### src/hw/rtl/weighted_histogram_normalizer_unit_defines.svh
// Assertion macros shared by the histogram normaliser RTL.
`ifndef WEIGHTED_HISTOGRAM_NORMALIZER_UNIT_DEFINES_SVH
`define WEIGHTED_HISTOGRAM_NORMALIZER_UNIT_DEFINES_SVH
`ifndef SYNTHESIS
// Check a property on the rising clock edge, skipped while reset is low.
`define WHN_ASSERT(lbl, clk, rst_n, prop) \
    lbl: assert property (@(posedge clk) disable iff (!rst_n) prop) \
    else $error("whn assertion failed");
// Check a property on every rising clock edge, reset included.
`define WHN_ASSERT_ALWAYS(lbl, clk, prop) \
    lbl: assert property (@(posedge clk) prop) else $error("whn assertion failed");
`else
`define WHN_ASSERT(lbl, clk, rst_n, prop)
`define WHN_ASSERT_ALWAYS(lbl, clk, prop)
`endif
`endif

### src/hw/rtl/whn_pkg.sv
// Shared types and constants of the weighted histogram normaliser.
`timescale 1ns / 1ps
package whn_pkg;
    localparam int MAX_BINS  = 64;
    localparam int IDX_W     = 6;
    localparam int BIN_W     = 48;
    localparam int TOT_W     = 54;
    localparam int FRAC_W    = 17;
    localparam int CNT_W     = 7;
    localparam int CFG_IDX_W = 2;

    localparam logic [CFG_IDX_W-1:0] CFG_RANGE_MIN = 2'd0;
    localparam logic [CFG_IDX_W-1:0] CFG_RANGE_MAX = 2'd1;
    localparam logic [CFG_IDX_W-1:0] CFG_BIN_COUNT = 2'd2;

    localparam logic OP_ADD    = 1'b0;
    localparam logic OP_FINISH = 1'b1;

    // Commands from the controller to the datapath.
    typedef struct packed {
        logic load_in;
        logic mul;
        logic div_init_add;
        logic div_init_frac;
        logic div_step;
        logic bin_rd;
        logic bin_wr;
        logic sum_rd;
        logic frac_rd;
        logic idx_clr;
        logic idx_inc;
        logic out_load_bin;
        logic out_load_empty;
        logic clr_bins;
    } t_cmd;

    // Status from the datapath to the controller.
    typedef struct packed {
        logic is_finish;
        logic keep;
        logic step_done;
        logic idx_last;
        logic total_zero;
        logic out_free;
    } t_sts;
endpackage

### src/hw/rtl/whn_ctrl.sv
// Controller state machine of the histogram normaliser.
`timescale 1ns / 1ps
module whn_ctrl import whn_pkg::*; (
    input  logic i_clk,
    input  logic i_rst_n,
    input  logic i_in_valid,
    output logic o_in_ready,
    input  t_sts i_sts,
    output t_cmd o_cmd
);
    typedef enum logic [3:0] {
        S_IDLE, S_MUL, S_CHK, S_ADIV, S_RD, S_WR,
        S_SUM, S_SUMEND, S_TOT, S_EMPTY, S_FRD, S_FLD, S_FDIV, S_EMIT
    } t_state;

    t_state r_state, n_state;

    assign o_in_ready = (r_state == S_IDLE);

    // Decode commands and next state
    always_comb begin
        o_cmd   = '0;
        n_state = r_state;
        unique case (r_state)
            S_IDLE: begin
                if (i_in_valid) begin
                    o_cmd.load_in = 1'b1;
                    n_state = S_MUL;
                end
            end
            S_MUL: begin
                if (i_sts.is_finish) begin
                    o_cmd.idx_clr = 1'b1;
                    n_state = S_SUM;
                end else begin
                    o_cmd.mul = 1'b1;
                    n_state = S_CHK;
                end
            end
            S_CHK: begin
                if (i_sts.keep) begin
                    o_cmd.div_init_add = 1'b1;
                    n_state = S_ADIV;
                end else begin
                    n_state = S_IDLE;
                end
            end
            S_ADIV: begin
                o_cmd.div_step = 1'b1;
                if (i_sts.step_done) n_state = S_RD;
            end
            S_RD: begin
                o_cmd.bin_rd = 1'b1;
                n_state = S_WR;
            end
            S_WR: begin
                o_cmd.bin_wr = 1'b1;
                n_state = S_IDLE;
            end
            S_SUM: begin
                o_cmd.sum_rd  = 1'b1;
                o_cmd.idx_inc = 1'b1;
                if (i_sts.idx_last) n_state = S_SUMEND;
            end
            S_SUMEND: n_state = S_TOT;
            S_TOT: begin
                o_cmd.idx_clr = 1'b1;
                n_state = i_sts.total_zero ? S_EMPTY : S_FRD;
            end
            S_EMPTY: begin
                if (i_sts.out_free) begin
                    o_cmd.out_load_empty = 1'b1;
                    o_cmd.clr_bins       = 1'b1;
                    n_state = S_IDLE;
                end
            end
            S_FRD: begin
                o_cmd.frac_rd = 1'b1;
                n_state = S_FLD;
            end
            S_FLD: begin
                o_cmd.div_init_frac = 1'b1;
                n_state = S_FDIV;
            end
            S_FDIV: begin
                o_cmd.div_step = 1'b1;
                if (i_sts.step_done) n_state = S_EMIT;
            end
            S_EMIT: begin
                if (i_sts.out_free) begin
                    o_cmd.out_load_bin = 1'b1;
                    if (i_sts.idx_last) begin
                        o_cmd.clr_bins = 1'b1;
                        n_state = S_IDLE;
                    end else begin
                        o_cmd.idx_inc = 1'b1;
                        n_state = S_FRD;
                    end
                end
            end
            default: n_state = S_IDLE;
        endcase
    end

    // Hold state
    always_ff @(posedge i_clk) begin
        if (!i_rst_n) begin
            r_state <= S_IDLE;
        end else begin
            r_state <= n_state;
        end
    end
endmodule

### config.mk
export PLATFORM = sky130hd
export DESIGN_NAME = whn_ctrl
export DESIGN_NICKNAME = d
export VERILOG_FILES = /design/src/hw/rtl/weighted_histogram_normalizer_unit_defines.svh /design/src/hw/rtl/whn_pkg.sv /design/src/hw/rtl/whn_ctrl.sv
export SDC_FILE = /design/constraint.sdc
export NUM_CORES = 1
export LEC_CHECK = 0
export ABC_AREA = 1
export BUFFER_PORTS_ARGS = -buffer_cell sky130_fd_sc_hd__buf_2
export CAP_MARGIN = 10
export CORE_AREA = 2 2 39 41
export CTS_CLUSTER_SIZE = 16
export DETAILED_ROUTE_END_ITERATION = 7
export DIE_AREA = 0 0 41 43
export PLACE_DENSITY = 0.7
export SYNTH_ARGS = -nofsm -noshare
export SYNTH_HDL_FRONTEND = slang
export SYNTH_SLANG_ARGS = --single-unit
### constraint.sdc
create_clock -name i_clk -period 1.1 [get_ports i_clk]
set_input_delay 0.055 -clock i_clk [delete_from_list [all_inputs] [get_ports i_clk]]
set_output_delay 0.055 -clock i_clk [all_outputs]
set_load 0.02 [all_outputs]
# [Word-level counts from Yosys, hierarchy flattened]
# Cells that the tools add are included.
[totals] output_inout_bits=15 elab_cells=57 in_bits=9 register_bits=4
[op_classes] eq_ne=19 muxes=34 n_reduce_logical=3
[op_table] cell="$pmux W4 S13" n=1
[op_table] cell="$mux W4" n=7
[op_table] cell="$eq A4 B4 Y1 const B" n=6
[op_table] cell="$mux W1" n=18
[op_table] cell="$eq A4 B3 Y1 const B" n=4
[op_table] cell="$ne A2 B2 Y1 const B" n=6
[op_table] cell="$eq A4 B2 Y1 const B" n=2
[op_table] cell="$mux W2" n=4
[op_table] cell="$pmux W1 S2" n=3
[op_table] cell="$reduce_and A6 Y1" n=1
[op_table] cell="$eq A4 B1 Y1 const B" n=1
[op_table] cell="$logic_not A4 Y1" n=1
[op_table] cell="$mux W3" n=1
[op_table] cell="$reduce_or A2 Y1" n=1

# [Depth between registers and ports, before layout]
[depth] depth_word=3 depth_mapped=8 depth_no_buf=8

# [Worst setup path after synthesis]
# No wires, ideal clock.
[synth_timing] path_type="register to output" from="register r_state[1]" to="output o_cmd[0] in the netlist's numbering" path_stages_with_launch=5 path_slack_ns=-0.352 required_time_ns=1.045 n_path_buf=0 t_arrival_ns=1.397 path_cell_list="dfxtp_1 -> inv_1 -> nand2_1 -> nor3_1 -> a21o_1"
[synth_lines] item="from (decl)" line="whn_ctrl.sv:16" rtl="t_state r_state, n_state;"
[synth_lines] item="from (signal assigned)" line="whn_ctrl.sv:110" rtl="r_state <= n_state;"
[synth_lines] item="to (decl)" line="whn_ctrl.sv:9" rtl="output t_cmd o_cmd"

==> impl_results.md <==
- Biggest register: r_state
- Seq/Total Area, Yosys: 0.163
- Prevailing post-synth register cell: dfxtp_1
- Synth cell types: 14
- WHS Endpoint: r_state[1]
- Startpoint of the worst hold path: i_rst_n
- Ant. Diodes: 0
- Biggest area consumer among synthesized cells: nand2_1
- Number of synthesized flops with an enable pin: 0
- RR Endpoint: r_state[3]
- Fin crit period: 1.38 ns
- Synth Warn #: 0
- Final TNS setup: -3.72 ns
- Post-synth top cells: nand2_1 (29), inv_1 (19), nor2_1 (11)
- Met2 Use GR: 0.397
- Post-layout net count: 154
- Regs by FF count: r_state (4)
- WHS Path Cells: 3
- Net Sw Frac: 0.497
- H-tree lvl count: 1
- Static leakage: 0.000608 uW
- First-pass GRT wire length: 2950 um
- Top post-synthesis cells by area: nand2_1 (22%), dfxtp_1 (16%), inv_1 (15%)
- Layout cells sized above 1: 0.688
- Min-delay worst type: input pin to register
- RD Place Congestion: 0.975
- Internal: 1170 uW
- Post-route antenna net violation count: 0
- # Max-Cap Violations: 0
- Die width: 41 um
- Initial core utilization: 0.355
- Vias per cell: 5.35
- IO buf count: 23
- DP HPWL: 1280 um
- Crit path max fanout: 6
- Clk pin slew, worst setup/hold paths: 0.04 ns
- Flop pwr share: 0.149
- Final cycle utilization of the critical path: 1.25
- Netlist Area Pre-Place: 492 sq um
- Crit start category: register
- Clock Path Buffers: 2
- Hold WS: 0.134 ns
- Reg2Reg Setup Slack: -0.21 ns
- R2R Path Start: r_state[2]
- Gate power share: 0.762
- Total gr overflow: 0
- Crit path capture type: primary output
- Drt drc: 0
- Layer with the highest usage: met2
- Placed cell areas: 790 sq um
- Final Instance Area: 0.00111 sq mm
- Seq cells post-synth: 4
- Worst-skew pair later-pin latency: 0.24 ns
- Crit Path Class: register to primary output
- Power Total: 2330 uW
- Finish-stage setup viols: 19
- DP Worst Slack: -0.174 ns
- Die ar.: 0.00176 sq mm
- Slew Limit Fails: 0
- Routed length per instance: 15.6 um
- Drt pass-1 iters: 4
- Pwr Density: 2100 mW/mm^2
- F_max: 726 MHz
- Final worst slack: -0.278 ns
- Vias in the first global route: 765
- Status: finished, violations left
- Final hold violations: 0
- Switching power: 1160 uW
- Die Height: 43 um
- Maximum vdd drop: 0.00178 V
- Top-area cell type share of the netlist area: 0.221
- Relative slew margins: 0.845
- DR iter-0 viols: 11
- Cts hold-fix bufs: 0
- Clock sink count: 4
- Max Clock Skew: 0.00263 ns
- TritonCTS Buffers: 3
- Worst path arrival time: 1.32 ns
- CTS tree: done
- Tot GR Track Use: 0.240
- Total core area: 0.00138 sq mm
- Initial antenna violation count: 0
- Syn_nets: 106
- Mapped Avg Cell Area: 5.07 sq um
- Slew @ Worst Pin: 0.232 ns
- DR vias: 856
- Largest register FFs: 4
- FF-to-FF path depth: 8
- I/O pin count: 24
- Clk pwr share: 0.089
- Total Routed Length: 2490 um
- Layout overhead on the synthesized area: 126%
- Worst Path Required: 1.04 ns
- Syn Inst Count: 97
- CTS root buffer: clkbuf_4
- Ys async rst share: 0
- Unrepaired setup endpoints after global routing: true
- Placement Rows: 14
- Global-route track usage on met3: 0.0366
- Failing checks: setup timing
- Top-count cell post-synth: nand2_1
- Largest net degree at the start of global routing: 7
- Met1 usage: 0.268
[worst max-delay path, cell delays in order (launching register included)]
cell     delay, ns
dfxtp_4       0.38
nor2_4        0.14
inv_2         0.07
nor2_2        0.15
nand2_1       0.08
o21ai_1       0.10
buf_4         0.17
[worst max path at each step]
stage / start / to / cells past startpoint
floorplan: r_state[3] / o_cmd[0] / 3
global placement: r_state[2] / r_state[2] / 7
detailed placement: r_state[2] / r_state[3] / 7
CTS: r_state[2] / o_cmd[3] / 6
global route: r_state[3] / o_cmd[4] / 6
finish: r_state[3] / o_cmd[4] / 6
[cell families (layout without fill, tap and decap cells)]
group	count (synthesis)	after routing	share of synthesized area
and+or+nand+nor	59	59	0.534
buffers and inverters	21	68	0.160
AOI/OAI and AO/OA	13	13	0.142
DFF	4	4	0.163
[metrics by stage]
step | cells | util
floorplan | 97 | -
global placement | 150 | 0.571
detailed placement | 150 | 0.571
CTS | 157 | 0.696
global route | 160 | 0.803
finish | 160 | 0.803
[power groups by stage]
| stage | Clock (uW) | Combinational [uW] | Sequential [uW] |
|---|---|---|---|
| after detailed placement | 0 | 1070 | 299 |
| final | 208 | 1780 | 347 |
| after CTS | 219 | 1380 | 319 |
| after global placement | 0 | 1070 | 299 |
| after floorplan | 0 | 664 | 281 |
| after global routing | 228 | 1870 | 352 |
[timing repair]
item	in CTS	in global routing
buffers inserted	3	3
gates cloned	0	0
endpoints found under the setup margin	19	19
gates resized for setup	41	41
pin swaps	8	12
[cell usage in the layout (no fill, tap or decap)]
| cell type | synthesis | final |
|---|---|---|
| buf_2 | 0 | 9 |
| inv_4 | 0 | 2 |
| nand2_2 | 0 | 10 |
| a21oi_1 | 6 | 1 |
| nand2_1 | 29 | 16 |
| o21ai_2 | 0 | 1 |
| clkbuf_1 | 0 | 1 |
| clkbuf_4 | 0 | 3 |
| nor3_2 | 0 | 1 |
| o21bai_1 | 1 | 1 |
| a21oi_2 | 0 | 5 |
| inv_6 | 0 | 1 |
| a21o_1 | 1 | 1 |
| buf_6 | 0 | 20 |
| o21ai_0 | 5 | 1 |
| nand2_4 | 0 | 3 |
| inv_1 | 19 | 10 |
| buf_4 | 0 | 14 |
| nor2_1 | 11 | 6 |
| nor2_2 | 5 | 3 |
| nor3_4 | 0 | 2 |
| nand3_4 | 0 | 1 |
| inv_2 | 2 | 8 |
| nor2_4 | 1 | 8 |
| nand3_2 | 1 | 4 |
| nand3_1 | 9 | 5 |
| o21ai_1 | 0 | 3 |
| dfxtp_4 | 0 | 4 |
[cell type report]
class                           count  area (sq um)
Fill cell                          88           273
Sequential cell                     4          95.1
Tap cell                           16          20.0
Clock buffer                        4          26.3
Timing Repair Buffer               43           375
Multi-Input combinational cell     72           505
Inverter                           21          88.8
[layer usage]
metal | part of all wire | vias up
li1 | - | 394
met1 | 0.42 | 432
met2 | 0.54 | 24
met3 | 0.029 | 6
met4 | 0.015 | 0
met5 | 0 | -
Note: power is estimated with default switching activity, not from simulation.
